==> src/hw/rtl/aet_pkg.sv <==
// Shared types, constants and character helpers for the expression tokenizer.
// No dependencies; every other file of the block imports this package.
`timescale 1ns / 1ps
`default_nettype none

package aet_pkg;

  localparam int MAX_NUMBER_CHARS_DEF = 8;
  localparam int QUEUE_DEPTH          = 2;
  localparam int PADDR_W              = 3;

  localparam logic [3:0] MAX_WORD_RESET = 4'd4;

  // register index decoded from paddr[2]
  localparam logic REG_MAX_WORD_LENGTH = 1'b0;

  typedef enum logic [3:0] {
    KIND_NUMBER = 4'd0,
    KIND_PLUS   = 4'd1,
    KIND_MINUS  = 4'd2,
    KIND_TIMES  = 4'd3,
    KIND_DIVIDE = 4'd4,
    KIND_LPAREN = 4'd5,
    KIND_RPAREN = 4'd6,
    KIND_SQRT   = 4'd7,
    KIND_SIN    = 4'd8,
    KIND_COS    = 4'd9,
    KIND_TAN    = 4'd10,
    KIND_EOF    = 4'd11
  } kind_t;

  localparam logic [7:0] CH_PLUS   = 8'h2B;
  localparam logic [7:0] CH_MINUS  = 8'h2D;
  localparam logic [7:0] CH_STAR   = 8'h2A;
  localparam logic [7:0] CH_SLASH  = 8'h2F;
  localparam logic [7:0] CH_LPAREN = 8'h28;
  localparam logic [7:0] CH_RPAREN = 8'h29;
  localparam logic [7:0] CH_DOT    = 8'h2E;
  localparam logic [7:0] CH_ZERO   = 8'h30;
  localparam logic [7:0] CH_NINE   = 8'h39;
  localparam logic [7:0] CH_LOW_A  = 8'h61;
  localparam logic [7:0] CH_LOW_Z  = 8'h7A;
  localparam logic [7:0] CH_UP_A   = 8'h41;
  localparam logic [7:0] CH_UP_Z   = 8'h5A;

  // keywords packed first letter in the low byte
  localparam logic [31:0] KW_SQRT = 32'h7472_7173;
  localparam logic [31:0] KW_SIN  = 32'h006E_6973;
  localparam logic [31:0] KW_COS  = 32'h0073_6F63;
  localparam logic [31:0] KW_TAN  = 32'h006E_6174;

  typedef struct packed {
    logic [7:0] char_code;
    logic       end_of_text;
  } aet_char_t;

  typedef struct packed {
    kind_t       token_kind;
    logic [63:0] number_text;
    logic [3:0]  text_length;
    logic        invalid_text;
    logic        last_of_run;
  } aet_token_t;

  // up to two tokens caused by one input item: a number, then any other token
  typedef struct packed {
    logic        has_number;
    logic [63:0] number_text;
    logic [3:0]  text_length;
    logic        has_other;
    kind_t       other_kind;
    logic        other_invalid;
  } aet_entry_t;

  typedef struct packed {
    logic full;
    logic empty;
  } aet_qstat_t;

  function automatic logic is_digit(input logic [7:0] c);
    return (c >= CH_ZERO) && (c <= CH_NINE);
  endfunction

  function automatic logic is_letter(input logic [7:0] c);
    return ((c >= CH_LOW_A) && (c <= CH_LOW_Z)) || ((c >= CH_UP_A) && (c <= CH_UP_Z));
  endfunction

  // KIND_NUMBER means the character is no operator
  function automatic kind_t op_kind(input logic [7:0] c);
    kind_t k;
    case (c)
      CH_PLUS:   k = KIND_PLUS;
      CH_MINUS:  k = KIND_MINUS;
      CH_STAR:   k = KIND_TIMES;
      CH_SLASH:  k = KIND_DIVIDE;
      CH_LPAREN: k = KIND_LPAREN;
      CH_RPAREN: k = KIND_RPAREN;
      default:   k = KIND_NUMBER;
    endcase
    return k;
  endfunction

  // KIND_NUMBER means no keyword matched
  function automatic kind_t keyword_kind(input logic [31:0] buf_w, input logic [4:0] len);
    kind_t k;
    k = KIND_NUMBER;
    if (len == 5'd4 && buf_w == KW_SQRT) k = KIND_SQRT;
    else if (len == 5'd3 && buf_w == KW_SIN) k = KIND_SIN;
    else if (len == 5'd3 && buf_w == KW_COS) k = KIND_COS;
    else if (len == 5'd3 && buf_w == KW_TAN) k = KIND_TAN;
    return k;
  endfunction

endpackage

`default_nettype wire

==> src/hw/rtl/arith_expression_tokenizer.sv <==
// Arithmetic expression tokenizer: lexer front end, entry queue, output side.
// Accepts one character per cycle while the queue is not full; every token is
// registered in the queue; one item's number and second token go out in turn.
// The two-entry queue lets the front end run while the output is stalled.
// Synchronous reset clears lexer state and queue and sets max_word_length to 4.
`timescale 1ns / 1ps
`default_nettype none

module arith_expression_tokenizer #(
  parameter int MAX_NUMBER_CHARS = aet_pkg::MAX_NUMBER_CHARS_DEF
) (
  input  wire                          clk,
  input  wire                          rst,
  input  wire                          char_valid,
  output logic                         char_stall,
  input  aet_pkg::aet_char_t           char_item,
  output logic                         token_valid,
  input  wire                          token_stall,
  output aet_pkg::aet_token_t          token_item,
  input  wire                          psel,
  input  wire                          penable,
  input  wire                          pwrite,
  input  wire [aet_pkg::PADDR_W-1:0]   paddr,
  input  wire [31:0]                   pwdata,
  output logic [31:0]                  prdata,
  output logic                         pready
);
  import aet_pkg::*;

  logic [3:0] max_word_length;
  logic       cfg_write;
  logic       push, pop;
  aet_entry_t push_entry, head;
  aet_qstat_t qstat;

  assign pready    = 1'b1;
  assign cfg_write = psel && penable && pwrite && pready && (paddr[2] == REG_MAX_WORD_LENGTH);
  assign prdata    = (paddr[2] == REG_MAX_WORD_LENGTH) ? {28'd0, max_word_length} : 32'd0;

  always_ff @(posedge clk) begin
    if (rst) begin
      max_word_length <= MAX_WORD_RESET;
    end else if (cfg_write) begin
      max_word_length <= pwdata[3:0];
    end
  end

  aet_front #(
    .MAX_NUMBER_CHARS(MAX_NUMBER_CHARS)
  ) u_front (
    .clk            (clk),
    .rst            (rst),
    .char_valid     (char_valid),
    .char_stall     (char_stall),
    .char_item      (char_item),
    .max_word_length(max_word_length),
    .qstat          (qstat),
    .push           (push),
    .push_entry     (push_entry)
  );

  aet_queue u_queue (
    .clk       (clk),
    .rst       (rst),
    .push      (push),
    .push_entry(push_entry),
    .pop       (pop),
    .head      (head),
    .qstat     (qstat)
  );

  aet_back u_back (
    .clk        (clk),
    .rst        (rst),
    .head       (head),
    .qstat      (qstat),
    .pop        (pop),
    .token_valid(token_valid),
    .token_stall(token_stall),
    .token_item (token_item)
  );

endmodule

`default_nettype wire

==> src/hw/rtl/aet_front.sv <==
// Front end of the tokenizer (uses aet_pkg): takes one character per cycle
// while not stalled, runs the lexer FSM and pushes its tokens as one queue entry.
`timescale 1ns / 1ps
`default_nettype none

module aet_front #(
  parameter int MAX_NUMBER_CHARS = aet_pkg::MAX_NUMBER_CHARS_DEF
) (
  input  wire                      clk,
  input  wire                      rst,
  input  wire                      char_valid,
  output logic                     char_stall,
  input  aet_pkg::aet_char_t       char_item,
  input  wire [3:0]                max_word_length,
  input  aet_pkg::aet_qstat_t      qstat,
  output logic                     push,
  output aet_pkg::aet_entry_t      push_entry
);
  import aet_pkg::*;

  localparam int NB = 8 * MAX_NUMBER_CHARS;
  localparam int CW = $clog2(MAX_NUMBER_CHARS + 1);

  typedef enum logic [1:0] {
    MODE_IDLE,
    MODE_NUMBER,
    MODE_WORD,
    MODE_INVALID
  } mode_t;

  mode_t          mode, mode_next;
  logic [NB-1:0]  num_buf, num_buf_next;
  logic [CW-1:0]  num_cnt, num_cnt_next;
  logic           dot_seen, dot_seen_next;
  logic [31:0]    word_buf, word_buf_next;
  logic [3:0]     word_cnt, word_cnt_next;

  logic [7:0]  c;
  logic        accept;
  logic        c_dig, c_let, c_dot;
  kind_t       opk, kw;
  logic        word_cont;
  logic [31:0] wbase_buf, wnew;
  logic [3:0]  wbase_cnt;
  logic [4:0]  wlen;
  logic        run_fresh, run_word;
  logic        emit_num, emit_oth, oth_inv;
  kind_t       oth_kind;

  assign c          = char_item.char_code;
  assign char_stall = qstat.full;
  assign accept     = char_valid && !qstat.full;

  assign c_dig = is_digit(c);
  assign c_let = is_letter(c);
  assign c_dot = (c == CH_DOT);
  assign opk   = op_kind(c);

  // word path: continue the current word or start a fresh one
  assign word_cont = (mode == MODE_WORD) && c_let;
  assign wbase_buf = word_cont ? word_buf : 32'd0;
  assign wbase_cnt = word_cont ? word_cnt : 4'd0;
  assign wlen      = {1'b0, wbase_cnt} + 5'd1;

  always_comb begin
    wnew = wbase_buf;
    for (int i = 0; i < 4; i++) begin
      if (wbase_cnt == 4'(i)) wnew[8*i +: 8] = c;
    end
  end

  assign kw = keyword_kind(wnew, wlen);

  always_comb begin
    mode_next     = mode;
    num_buf_next  = num_buf;
    num_cnt_next  = num_cnt;
    dot_seen_next = dot_seen;
    word_buf_next = word_buf;
    word_cnt_next = word_cnt;
    emit_num      = 1'b0;
    emit_oth      = 1'b0;
    oth_kind      = KIND_EOF;
    oth_inv       = 1'b0;
    run_fresh     = 1'b0;
    run_word      = 1'b0;

    if (char_item.end_of_text) begin
      emit_num      = (mode == MODE_NUMBER);
      emit_oth      = 1'b1;
      oth_kind      = KIND_EOF;
      oth_inv       = (mode == MODE_INVALID);
      mode_next     = MODE_IDLE;
      num_buf_next  = '0;
      num_cnt_next  = '0;
      dot_seen_next = 1'b0;
      word_buf_next = '0;
      word_cnt_next = '0;
    end else begin
      case (mode)
        MODE_NUMBER: begin
          if (c_dig || c_dot) begin
            if ((c_dot && dot_seen) || (num_cnt >= CW'(MAX_NUMBER_CHARS))) begin
              mode_next = MODE_INVALID;
            end else begin
              for (int i = 0; i < MAX_NUMBER_CHARS; i++) begin
                if (num_cnt == CW'(i)) num_buf_next[8*i +: 8] = c;
              end
              num_cnt_next = num_cnt + CW'(1);
              if (c_dot) dot_seen_next = 1'b1;
            end
          end else begin
            // flush the number, then treat the ending character afresh
            emit_num      = 1'b1;
            mode_next     = MODE_IDLE;
            num_buf_next  = '0;
            num_cnt_next  = '0;
            dot_seen_next = 1'b0;
            run_fresh     = 1'b1;
          end
        end
        MODE_WORD: begin
          if (c_let) begin
            run_word = 1'b1;
          end else begin
            mode_next     = MODE_IDLE;
            word_buf_next = '0;
            word_cnt_next = '0;
            run_fresh     = 1'b1;
          end
        end
        MODE_IDLE: begin
          run_fresh = 1'b1;
        end
        default: begin
        end
      endcase

      if (run_fresh) begin
        if (opk != KIND_NUMBER) begin
          emit_oth = 1'b1;
          oth_kind = opk;
        end else if (c_dig) begin
          mode_next    = MODE_NUMBER;
          num_buf_next = NB'(c);
          num_cnt_next = CW'(1);
        end else if (c_let) begin
          run_word = 1'b1;
        end
      end

      if (run_word) begin
        if (kw != KIND_NUMBER) begin
          emit_oth      = 1'b1;
          oth_kind      = kw;
          mode_next     = MODE_IDLE;
          word_buf_next = '0;
          word_cnt_next = '0;
        end else if (wlen > {1'b0, max_word_length}) begin
          mode_next = MODE_INVALID;
        end else begin
          mode_next     = MODE_WORD;
          word_buf_next = wnew;
          word_cnt_next = wlen[3:0];
        end
      end
    end
  end

  assign push                     = accept && (emit_num || emit_oth);
  assign push_entry.has_number    = emit_num;
  assign push_entry.number_text   = 64'(num_buf);
  assign push_entry.text_length   = 4'(num_cnt);
  assign push_entry.has_other     = emit_oth;
  assign push_entry.other_kind    = oth_kind;
  assign push_entry.other_invalid = oth_inv;

  always_ff @(posedge clk) begin
    if (rst) begin
      mode     <= MODE_IDLE;
      num_buf  <= '0;
      num_cnt  <= '0;
      dot_seen <= 1'b0;
      word_buf <= '0;
      word_cnt <= '0;
    end else if (accept) begin
      mode     <= mode_next;
      num_buf  <= num_buf_next;
      num_cnt  <= num_cnt_next;
      dot_seen <= dot_seen_next;
      word_buf <= word_buf_next;
      word_cnt <= word_cnt_next;
    end
  end

endmodule

`default_nettype wire

==> src/hw/rtl/aet_queue.sv <==
// Short queue of token entries between the lexer front end and the output side.
// Uses aet_pkg for the entry and status types.
`timescale 1ns / 1ps
`default_nettype none

module aet_queue (
  input  wire                      clk,
  input  wire                      rst,
  input  wire                      push,
  input  aet_pkg::aet_entry_t      push_entry,
  input  wire                      pop,
  output aet_pkg::aet_entry_t      head,
  output aet_pkg::aet_qstat_t      qstat
);
  import aet_pkg::*;

  localparam int PW = (QUEUE_DEPTH > 1) ? $clog2(QUEUE_DEPTH) : 1;
  localparam int NW = $clog2(QUEUE_DEPTH + 1);

  aet_entry_t    slots [QUEUE_DEPTH];
  logic [PW-1:0] wr_ptr, rd_ptr;
  logic [NW-1:0] count;
  logic          do_push, do_pop;

  assign qstat.full  = (count == NW'(QUEUE_DEPTH));
  assign qstat.empty = (count == '0);
  assign do_push     = push && !qstat.full;
  assign do_pop      = pop && !qstat.empty;
  assign head        = slots[rd_ptr];

  always_ff @(posedge clk) begin
    if (do_push) slots[wr_ptr] <= push_entry;
  end

  always_ff @(posedge clk) begin
    if (rst) begin
      wr_ptr <= '0;
      rd_ptr <= '0;
      count  <= '0;
    end else begin
      if (do_push) begin
        wr_ptr <= (wr_ptr == PW'(QUEUE_DEPTH - 1)) ? '0 : wr_ptr + PW'(1);
      end
      if (do_pop) begin
        rd_ptr <= (rd_ptr == PW'(QUEUE_DEPTH - 1)) ? '0 : rd_ptr + PW'(1);
      end
      if (do_push && !do_pop) count <= count + NW'(1);
      else if (do_pop && !do_push) count <= count - NW'(1);
    end
  end

endmodule

`default_nettype wire

==> src/hw/rtl/aet_back.sv <==
// Output side of the tokenizer: splits each queue entry into one or two token
// items and presents them on the output channel. Uses aet_pkg.
`timescale 1ns / 1ps
`default_nettype none

module aet_back (
  input  wire                      clk,
  input  wire                      rst,
  input  aet_pkg::aet_entry_t      head,
  input  aet_pkg::aet_qstat_t      qstat,
  output logic                     pop,
  output logic                     token_valid,
  input  wire                      token_stall,
  output aet_pkg::aet_token_t      token_item
);
  import aet_pkg::*;

  logic phase;
  logic second;
  logic accept;

  // number goes out first; the other token follows it
  assign second      = phase || !head.has_number;
  assign token_valid = !qstat.empty;
  assign accept      = token_valid && !token_stall;
  assign pop         = accept && (second || !head.has_other);

  always_comb begin
    if (second) begin
      token_item.token_kind   = head.other_kind;
      token_item.number_text  = 64'd0;
      token_item.text_length  = 4'd0;
      token_item.invalid_text = head.other_invalid;
      token_item.last_of_run  = 1'b1;
    end else begin
      token_item.token_kind   = KIND_NUMBER;
      token_item.number_text  = head.number_text;
      token_item.text_length  = head.text_length;
      token_item.invalid_text = 1'b0;
      token_item.last_of_run  = !head.has_other;
    end
  end

  always_ff @(posedge clk) begin
    if (rst) begin
      phase <= 1'b0;
    end else if (accept) begin
      phase <= !second && head.has_other;
    end
  end

endmodule

`default_nettype wire
==> config.mk <==
export PLATFORM = sky130hd
export DESIGN_NAME = arith_expression_tokenizer
export DESIGN_NICKNAME = d
export VERILOG_FILES = /design/src/hw/rtl/aet_pkg.sv /design/src/hw/rtl/arith_expression_tokenizer.sv /design/src/hw/rtl/aet_front.sv /design/src/hw/rtl/aet_queue.sv /design/src/hw/rtl/aet_back.sv
export SDC_FILE = /design/constraint.sdc
export NUM_CORES = 1
export LEC_CHECK = 0
export BUFFER_PORTS_ARGS = -buffer_cell sky130_fd_sc_hd__buf_2
export CORE_ASPECT_RATIO = 2
export CORE_MARGIN = 2
export CORE_UTILIZATION = 50
export CTS_CLUSTER_DIAMETER = 100
export DETAILED_ROUTE_END_ITERATION = 8
export GPL_TIMING_DRIVEN = 0
export PLACE_DENSITY = 0.81
export SLEW_MARGIN = 40
export SYNTH_ARGS = -nofsm -noshare
export SYNTH_HDL_FRONTEND = slang
export SYNTH_SLANG_ARGS = --single-unit
==> constraint.sdc <==
create_clock -name clk -period 9.72 [get_ports clk]
set_input_delay 1.458 -clock clk [delete_from_list [all_inputs] [get_ports clk]]
set_output_delay 1.458 -clock clk [all_outputs]
set_load 0.01 [all_outputs]
==> results.yml, run 1 <==
status:
  outcome: "completed"
global_routing:
  globalRoute.totalOverflow: 0
  grt_max_degree: 32
  antenna_found_initial: 0
  grt_use_total_pct: 24.1
  grt_first_pass_wirelength_mm: 45.3
  grt_pass1_vias: 8453
floorplanning:
  initial_core_util_pct: 50.9
  design.core.area_um2: 22600
  rows: 78
  ios: 160
  die_w_um: 111
  dieArea_um2: 24300
  die_h_um: 219
synth:
  synth_ff_type: "edfxtp_1"
  yosys-top-cells-count: "nor2_1 (176), edfxtp_1 (150), dfxtp_1 (117)"
  yosys_register_bits: 267
  synthTopCellsByArea: "edfxtp_1 (39%), dfxtp_1 (20%), mux2i_1 (6.9%), nor2_1 (5.7%), a22oi_1 (2.7%)"
  synth_area_um2: 11500
  netlist_instances: 1024
  synth-warning-count: 0
  ys_seq_area_share_pct: 59.5
  synth.most_common_cell: "nor2_1"
  synthArstFlopShare_pct: 0
  synth_top_area_share_pct: 39.1
  ys_types: 67
  synth_edf_count: 150
  yosys.area.top_type: "edfxtp_1"
  synth_area_per_cell_um2: 11.2
clocking:
  cts-root-buf: "clkbuf_16"
  cts_resized: 0
  post-cts-setup-buffers: 0
  cts_tree: "yes"
  clockBufferDepth: 3
  numCtsBuffers: 22
  clk_latency_ns: 0.52
  postCtsHoldBufs: 0
  h-tree-depth: 1
  clk_pin_slew_ns: 0.07
  clock-sinks: 267
drt:
  vias_per_cell: 5.78
  vias: 8519
  drtAntennaViolNets: 0
  drc_errors: 0
  wire_per_inst_um: 20.3
  drtIter0Drc: 541
  firstDrtPassIters: 5
  routed_wl_mm: 30.0
placed_design:
  gp_congestion: 1.04
  place_ws_ns: 2.42
  io_buffers: 97
  dp_hpwl_mm: 22.2
min_path:
  holdPathStages: 0
  hold_class: "register to register"
run:
  cap_violations: 0
timing:
  setup_viol: 0
  grt_setup_unrepaired: "no"
  slew_viol_final: 0
  setup_tns_ns: 0
  holdWs_ns: 0.452
  fin_crit_ns: 6.88
  max_freq_mhz: 145
  hold_violations: 0
  layout_setup_ws_ns: 2.84
  max_slew.worst_pin.slew_ns: 0.884
  period_share_pct: 70.8
  fin_skew_ns: 0.0124
  slew_headroom_pct: 41.0
worst_setup_path:
  r2r_slack_ns: 3.59
  cp-start-kind: "primary input"
  crit_type: "primary input to register"
  worstRegToRegCells: 18
  cp.arrival_ns: 7.11
  critPathRequiredTime_ns: 9.95
  worstPathMaxFanout: 16
  critPathCaptureType: "register"
cells_and_area:
  finish.utilization_pct: 59.0
  nNetsFinal: 1248
  antenna_cells: 0
  drive_gt1_share_pct: 16.6
  area_growth_pct: 16.0
power_and_ir_drop:
  p_total_w: 0.00279
  ir_worst_vdd_v: 0.000127
  p_leak_nw: 5.08
  powerDensity_nw_per_um2: 209
## cells by family (layout without fill, tap and decap cells)
| kind of cell | after synthesis | after routing | share of synthesized area [%] |
|---|---|---|---|
| XOR/XNOR | 5 | 5 | 0.380 |
| multiplexers | 79 | 79 | 6.87 |
| buffers and inverters | 116 | 259 | 5.06 |
| AO/OA/AOI/OAI | 193 | 193 | 12.3 |
| AND/OR/NAND/NOR | 343 | 343 | 13.8 |
| other | 2 | 29 | 0.0652 |
| flip-flops | 267 | 267 | 59.5 |
| adder cells (fa/ha/maj) | 19 | 19 | 2.06 |
## worst max-delay path, stage by stage
cell       delay (ns)
buf_2            0.10
buf_2            0.27
nand2_1          0.21
o211ai_1         0.54
nor2_1           0.31
nand2_1          0.25
inv_1            0.18
ha_1             0.27
and2_1           0.19
nor3_1           0.59
a32o_1           0.27
nand4_1          0.20
a2111oi_4        0.55
a21oi_2          0.14
buf_2            0.24
a31oi_1          0.30
nor2b_4          0.60
buf_16           0.23
buf_16           0.17
## area by class of cell
| cell class | count | area, µm² |
|---|---|---|
| clock inverters | 13 | 128 |
| multi-input cells | 668 | 4210 |
| inverters | 35 | 131 |
| plain buffers | 81 | 452 |
| fillers | 1867 | 9280 |
| well taps | 280 | 350 |
| flip-flops and latches | 267 | 6850 |
| clock buffers | 27 | 601 |
| repair buffers | 103 | 636 |
## per-layer routing
| layer | vias up | routed length [µm] | GRT usage, % |
|---|---|---|---|
| met5 | - | 0 | 0 |
| li1 | 3989 | - | - |
| met3 | 115 | 1350 | 2.94 |
| met1 | 4077 | 9800 | 22.9 |
| met4 | 0 | 2400 | 17.6 |
| met2 | 338 | 16400 | 46.4 |
## state kept, by name (all words and copies together) (netlist names), 2 cells and up, named ones only
register,cells
u_front.word_buf,32
u_front.num_buf,64
u_queue.count,2
u_queue.slots,150
u_front.mode,2
u_front.num_cnt,4
u_front.word_cnt,4
max_word_length,4
## placed cells by master (no fill, tap or decap), drive strengths merged, types with 4 or more instances in the layout
cell and n:
ha 19, nor2b 10, or3 4, dfxtp 117
a21o 4, o22ai 9, o21ai 29, o2bb2ai 5
mux2i 79, inv 37, a32o 14, a32oi 4
o21bai 4, nor4 6, clkinv 9, xor2 4
nand2 51, or2 5, a21oi 32, a31oi 7
buf 151, and2 12, clkbuf 60, nand2b 5
o31ai 5, conb 29, nand3 12, edfxtp 150
o32ai 8, nor2 176, a22oi 42, a211o 4
and3 21, nor3 13, a22o 7, nand4 10
## power breakdown
group          internal (W)  switching, W
Combinational      0.000222      0.000385
Sequential          0.00126     0.0000223
Clock              0.000499      0.000401
Total               0.00198      0.000809
## final timing paths
kind / startpoint / to
worst max-delay path: char_item[5] / u_queue.slots[0][30]
worst min-delay path: u_front.num_buf[63] / u_queue.slots[1][73]
worst max register to register: u_front.mode[0] / u_front.word_buf[29]
worst min register to register: u_front.num_buf[63] / u_queue.slots[1][73]
## metrics by stage
| stage | instance area, µm² | std cells |
|---|---|---|
| 6_report | 13400 | 1474 |
| 5_1_grt | 13400 | 1474 |
| 4_1_cts | 13300 | 1474 |
| 3_5_place_dp | 12600 | 1434 |
| 3_3_place_gp | 12500 | 1428 |
| 2_1_floorplan | 11600 | 1051 |
(Power assumes the default switching activity.)
==> run 2, diff against run 1 <==
Clock period 9.72 ns to 7.25 ns, I/O delays scaled along.
==> run 2 against run 1 <==
Net effect:
- die area is the same
- global-route usage down 0.057 points
- routed wire length decreased by 0.29%
- critical path depth rose by 1
- sequential power rose by 34%
- critical endpoint is now u_queue.slots[0][15]
- highest routed layer unchanged
- sequential cell count did not move
==> results.yml, run 2 (synthesized netlist as in run 1, its figures left out) <==
global_routing:
  grt_first_pass_wirelength_mm: 45.4
  grt_max_degree: 43
  globalRoute.totalOverflow: 0
  grt_pass1_vias: 8423
  grt_use_total_pct: 24.0
  antenna_found_initial: 0
floorplanning:
  dieArea_um2: 24300
  rows: 78
  die_w_um: 111
  die_h_um: 219
  ios: 160
  initial_core_util_pct: 50.9
  design.core.area_um2: 22600
worst_setup_path:
  critPathBufInv: 7
  critPathRequiredTime_ns: 7.47
  cp_top_family: "simple AND/OR/NAND/NOR gates"
  crit_start: "char_item[5]"
  cpMostUsedCell: "buf_2"
  cp_slowest_stage_delay_ns: 0.55
  cp-start-kind: "primary input"
  worst-path-stages: 20
  cp.arrival_ns: 6.73
  r2r_slack_ns: 1.11
  worstRegToRegCells: 19
  r2r_end: "u_queue.slots[0][15]"
  crit_type: "primary input to register"
  critPathCaptureType: "register"
  cp_cell_sequence: "buf_2, buf_2, nand2_1, o211ai_1, nor2_1, nand2_1, inv_1, ha_1, and2_1, nor3_1, a32o_1, nand4_1, a2111oi_4, a21oi_2, buf_2, a31oi_1, nor2b_4, buf_16, buf_8, buf_8"
  worstPathMaxFanout: 18
  regToRegStartpoint: "u_front.mode[0]"
  slowest_stage: "nor3_1"
  endpoint: "u_queue.slots[0][15]"
drt:
  drtIter0Drc: 502
  vias: 8477
  firstDrtPassIters: 5
  drtAntennaViolNets: 0
  routed_wl_mm: 29.9
  drc_errors: 0
  wire_per_inst_um: 20.3
  vias_per_cell: 5.75
power_and_ir_drop:
  pwr-share-seq_pct: 45.4
  p_comb_share_pct: 21.3
  internal_power_w: 0.00266
  ir_worst_vdd_v: 0.000217
  p_switching_w: 0.00111
  p_leak_nw: 5.07
  powerDensity_nw_per_um2: 283
  pwr-share-clk_pct: 33.2
  sw_frac_of_total_pct: 29.5
timing:
  slew_headroom_pct: 42.6
  layout_setup_ws_ns: 0.742
  fin_crit_ns: 6.51
  hold_violations: 0
  slew_viol_final: 0
  grt_setup_unrepaired: "no"
  max_freq_mhz: 154
  max_slew.worst_pin.slew_ns: 0.862
  period_share_pct: 89.8
  setup_viol: 0
  fin_skew_ns: 0.0171
cells_and_area:
  final-instance-count-excl-fill: 1473
  reg_top3: "u_queue.slots: 150 flops, u_front.num_buf: 64 flops, u_front.word_buf: 32 flops"
  top_register: "u_queue.slots"
  largest_reg_flops: 150
  area_growth_pct: 15.9
  nNetsFinal: 1247
  antenna_cells: 0
  final_common_cell: "nor2_1"
  final_cell_mix: "nor2_1 (176), edfxtp_1 (150), dfxtp_1 (117)"
  drive_gt1_share_pct: 16.8
clocking:
  numCtsBuffers: 22
  cts_resized: 0
  cts_tree: "yes"
  postCtsHoldBufs: 0
  clockBufferDepth: 3
  post-cts-setup-buffers: 0
  clk_pin_slew_ns: 0.07
  cts-root-buf: "clkbuf_16"
  clk_latency_ns: 0.52
  h-tree-depth: 1
  clock-sinks: 267
placed_design:
  dp_cells: 1433
  gp_congestion: 1.03
  dp_hpwl_mm: 21.9
  io_buffers: 97
  place_ws_ns: 0.357
run:
  cap_violations: 0
min_path:
  hold_class: "register to register"
status:
  outcome: "completed"
==> run 2: changes by cell type in the layout (fill, tap and decap cells not counted), moves of 2 or more <==
cell / previous run / this run
buf_16: 4 / 1
buf_8: 0 / 3
clkbuf_1: 36 / 33
clkinv_2: 7 / 4
clkinv_4: 1 / 3
==> run 2: per-stage QoR <==
step / instance area, µm² / TNS (ns) / hold WS, ns / power [W] / util [%]
CTS: 13300 / 0 / 0.454 / 0.00379 / 58.9
floorplan: 11600 / 0 / 0.417 / 0.00225 / -
detailed placement: 12600 / 0 / 0.436 / 0.00255 / 55.5
global route: 13300 / 0 / 0.468 / 0.00390 / 58.9
finish: 13300 / 0 / 0.453 / 0.00377 / 58.9
global placement: 12500 / -227.24 / 0.427 / 0.00252 / 55.0
==> run 2: per-layer routing <==
layer  wire length, µm  track usage, %  vias up
li1                  -               -     3987
met1              9760            23.1     4030
met2             16400            46.4      353
met3              1640            3.00      107
met4              2110            16.5        0
met5                 0               0        -
==> run 2: worst min-delay path by stage <==
stage / startpoint / to / cells after the start
after floorplan: u_front.num_buf[7] / u_queue.slots[0][17] / 0
after global placement: u_front.num_buf[63] / u_queue.slots[1][73] / 0
after detailed placement: u_front.num_buf[47] / u_queue.slots[1][57] / 0
after CTS: u_front.num_buf[54] / u_queue.slots[1][64] / 0
after global routing: u_front.num_buf[63] / u_queue.slots[1][73] / 0
final: u_front.word_buf[15] / u_front.word_buf[15] / 1
==> run 2: final cells by class <==
type | count | area (µm²)
clock buffer | 26 | 607
buffer | 81 | 453
fill | 1856 | 9300
sequential | 267 | 6850
multi-input combinational | 668 | 4210
inverter | 35 | 131
clock inverter | 14 | 161
tap | 280 | 350
timing repair buffer | 102 | 578
==> run 2: worst register-to-register path: cells and delay by family (launching register included) <==
| family | cells | cell delay (ns) |
|---|---|---|
| flip-flops | 1 | 0.37 |
| AO/OA/AOI/OAI | 5 | 1.67 |
| adder cells (fa/ha/maj) | 2 | 0.63 |
| buffers and inverters | 6 | 1.22 |
| AND/OR/NAND/NOR | 6 | 1.95 |
==> run 2: power by group through the flow <==
stage	Combinational, W	Sequential, W	Clock [W]
CTS	0.000809	0.00171	0.00126
detailed placement	0.000802	0.00175	0
floorplan	0.000506	0.00174	0
global route	0.000871	0.00172	0.00131
global placement	0.000771	0.00175	0
finish	0.000804	0.00171	0.00125
==> run 3, diff against run 2 <==
Settings changed: GPL_TIMING_DRIVEN 0 to not set.
==> run 3 against run 2 <==
Net effect:
- global-route usage down 2.1 points
- largest cell class unchanged
- sequential share of layout area increased by 1.5 points
- first-iteration DRC count increased by 2.4%
- largest power group unchanged
- power fell by 2.7%
- clock skew grew 0.0070 ns
- sequential cell count unchanged
==> results.yml, run 3 (synthesized netlist as in run 1, its figures left out) <==
status:
  outcome: "completed"
clocking:
  clock-sinks: 267
  post-cts-setup-buffers: 0
  clockBufferDepth: 3
  cts_tree: "yes"
  numCtsBuffers: 22
  clk_latency_ns: 0.52
  clk_pin_slew_ns: 0.07
  cts-root-buf: "clkbuf_16"
  cts_resized: 0
  h-tree-depth: 1
  postCtsHoldBufs: 0
worst_setup_path:
  crit_type: "primary input to register"
  critPathRequiredTime_ns: 7.43
  cp-start-kind: "primary input"
  critPathCaptureType: "register"
  cp.arrival_ns: 5.88
  worstPathMaxFanout: 27
floorplanning:
  initial_core_util_pct: 50.9
  rows: 78
  design.core.area_um2: 22600
  die_h_um: 219
  dieArea_um2: 24300
  die_w_um: 111
  ios: 160
drt:
  drtAntennaViolNets: 0
  drc_errors: 0
  firstDrtPassIters: 5
  vias_per_cell: 5.86
  wire_per_inst_um: 19.6
  vias: 8258
  routed_wl_mm: 27.6
  drtIter0Drc: 514
global_routing:
  grt_pass1_vias: 8075
  grt_first_pass_wirelength_mm: 41.8
  grt_use_total_pct: 21.9
  globalRoute.totalOverflow: 0
  antenna_found_initial: 0
  grt_max_degree: 69
cells_and_area:
  largest_reg_flops: 150
  final_cell_mix: "nor2_1 (176), edfxtp_1 (150), dfxtp_1 (116)"
  final-instance-count-excl-fill: 1409
  area_growth_pct: 12.5
  fillCellCount: 1856
  fin_area_um2: 13000
  multi_input_area_um2: 4210
  drive_gt1_share_pct: 15.8
  nNetsFinal: 1183
  reg_top3: "u_queue.slots: 150 flops, u_front.num_buf: 64 flops, u_front.word_buf: 32 flops"
  antenna_cells: 0
  top_register: "u_queue.slots"
  final_common_cell: "nor2_1"
  seqCellArea_um2: 6850
timing:
  grt_setup_unrepaired: "no"
  fin_crit_ns: 5.70
  max_freq_mhz: 176
  setup_tns_ns: 0
  period_share_pct: 78.6
  setup_viol: 0
  layout_setup_ws_ns: 1.55
  slew_headroom_pct: 45.9
  fin_skew_ns: 0.0241
  hold_violations: 0
  max_slew.worst_pin.slew_ns: 0.812
  slew_viol_final: 0
power_and_ir_drop:
  powerDensity_nw_per_um2: 283
  p_total_w: 0.00367
  ir_worst_vdd_v: 0.000200
  p_leak_nw: 4.87
placed_design:
  dp_cells: 1369
  placed_area_um2: 12200
  io_buffers: 100
  dp_hpwl_mm: 19.0
  gp_congestion: 0.991
  place_ws_ns: 1.18
min_path:
  hold_class: "register to register"
run:
  cap_violations: 0
-- run 3: cell types whose count changed in the layout (fill, tap and decap cells not counted), moves of 3 or more --
cell,delta
clkinvlp_4,+3
buf_6,-4
buf_1,-10
buf_4,-14
buf_8,-3
clkbuf_1,-32
-- run 3: per-layer routing --
metal,part of all wire [%],GRT usage (%)
met3,4.9,2.77
met4,6.7,15.6
met1,35,22.1
met5,0,0
met2,54,40.8
-- run 3: final timing paths --
kind | slack [ns] | endpoint | startpoint | cells after the start
min | 0.45 | u_front.word_buf[7] | u_front.word_buf[7] | 1
max reg2reg | 1.99 | u_queue.slots[0][69] | u_front.mode[0] | 15
min reg2reg | 0.45 | u_front.word_buf[7] | u_front.word_buf[7] | 1
max | 1.55 | u_queue.slots[0][69] | char_item[4] | 17
-- run 3: cell type report --
class	instances	area share (%)
Sequential cell	267	52.9
Multi-Input combinational cell	668	32.5
Timing Repair Buffer	119	5.25
Clock buffer	24	4.47
Tap cell	280	2.70
Clock inverter	16	1.20
Inverter	35	1.01
-- run 3: worst max-delay path, cell delays in order --
cell	delay [ns]
buf_2	0.31
buf_4	0.27
nand2_1	0.15
o211ai_1	0.50
nor2_1	0.24
nand2_1	0.24
inv_1	0.12
ha_1	0.32
and2_1	0.22
nor4_1	0.38
a31oi_1	0.16
or3b_4	0.44
a2111oi_4	0.42
a21oi_2	0.07
a31oi_1	0.32
nor2b_4	0.24
buf_4	0.36
-- run 3: through the flow --
stage	hold slack [ns]	utilization [%]
6_report	0.449	57.2
5_1_grt	0.460	57.2
4_1_cts	0.454	57.2
3_5_place_dp	0.433	54.0
3_3_place_gp	0.425	53.9
2_1_floorplan	0.417	-
-- run 3: report_power, final --
part | leakage, nW | internal, W | switching (W)
clock | 0.351 | 0.000660 | 0.000543
combinational | 2.15 | 0.000262 | 0.000466
sequential | 2.37 | 0.00168 | 0.0000535
total | 4.87 | 0.00261 | 0.00106
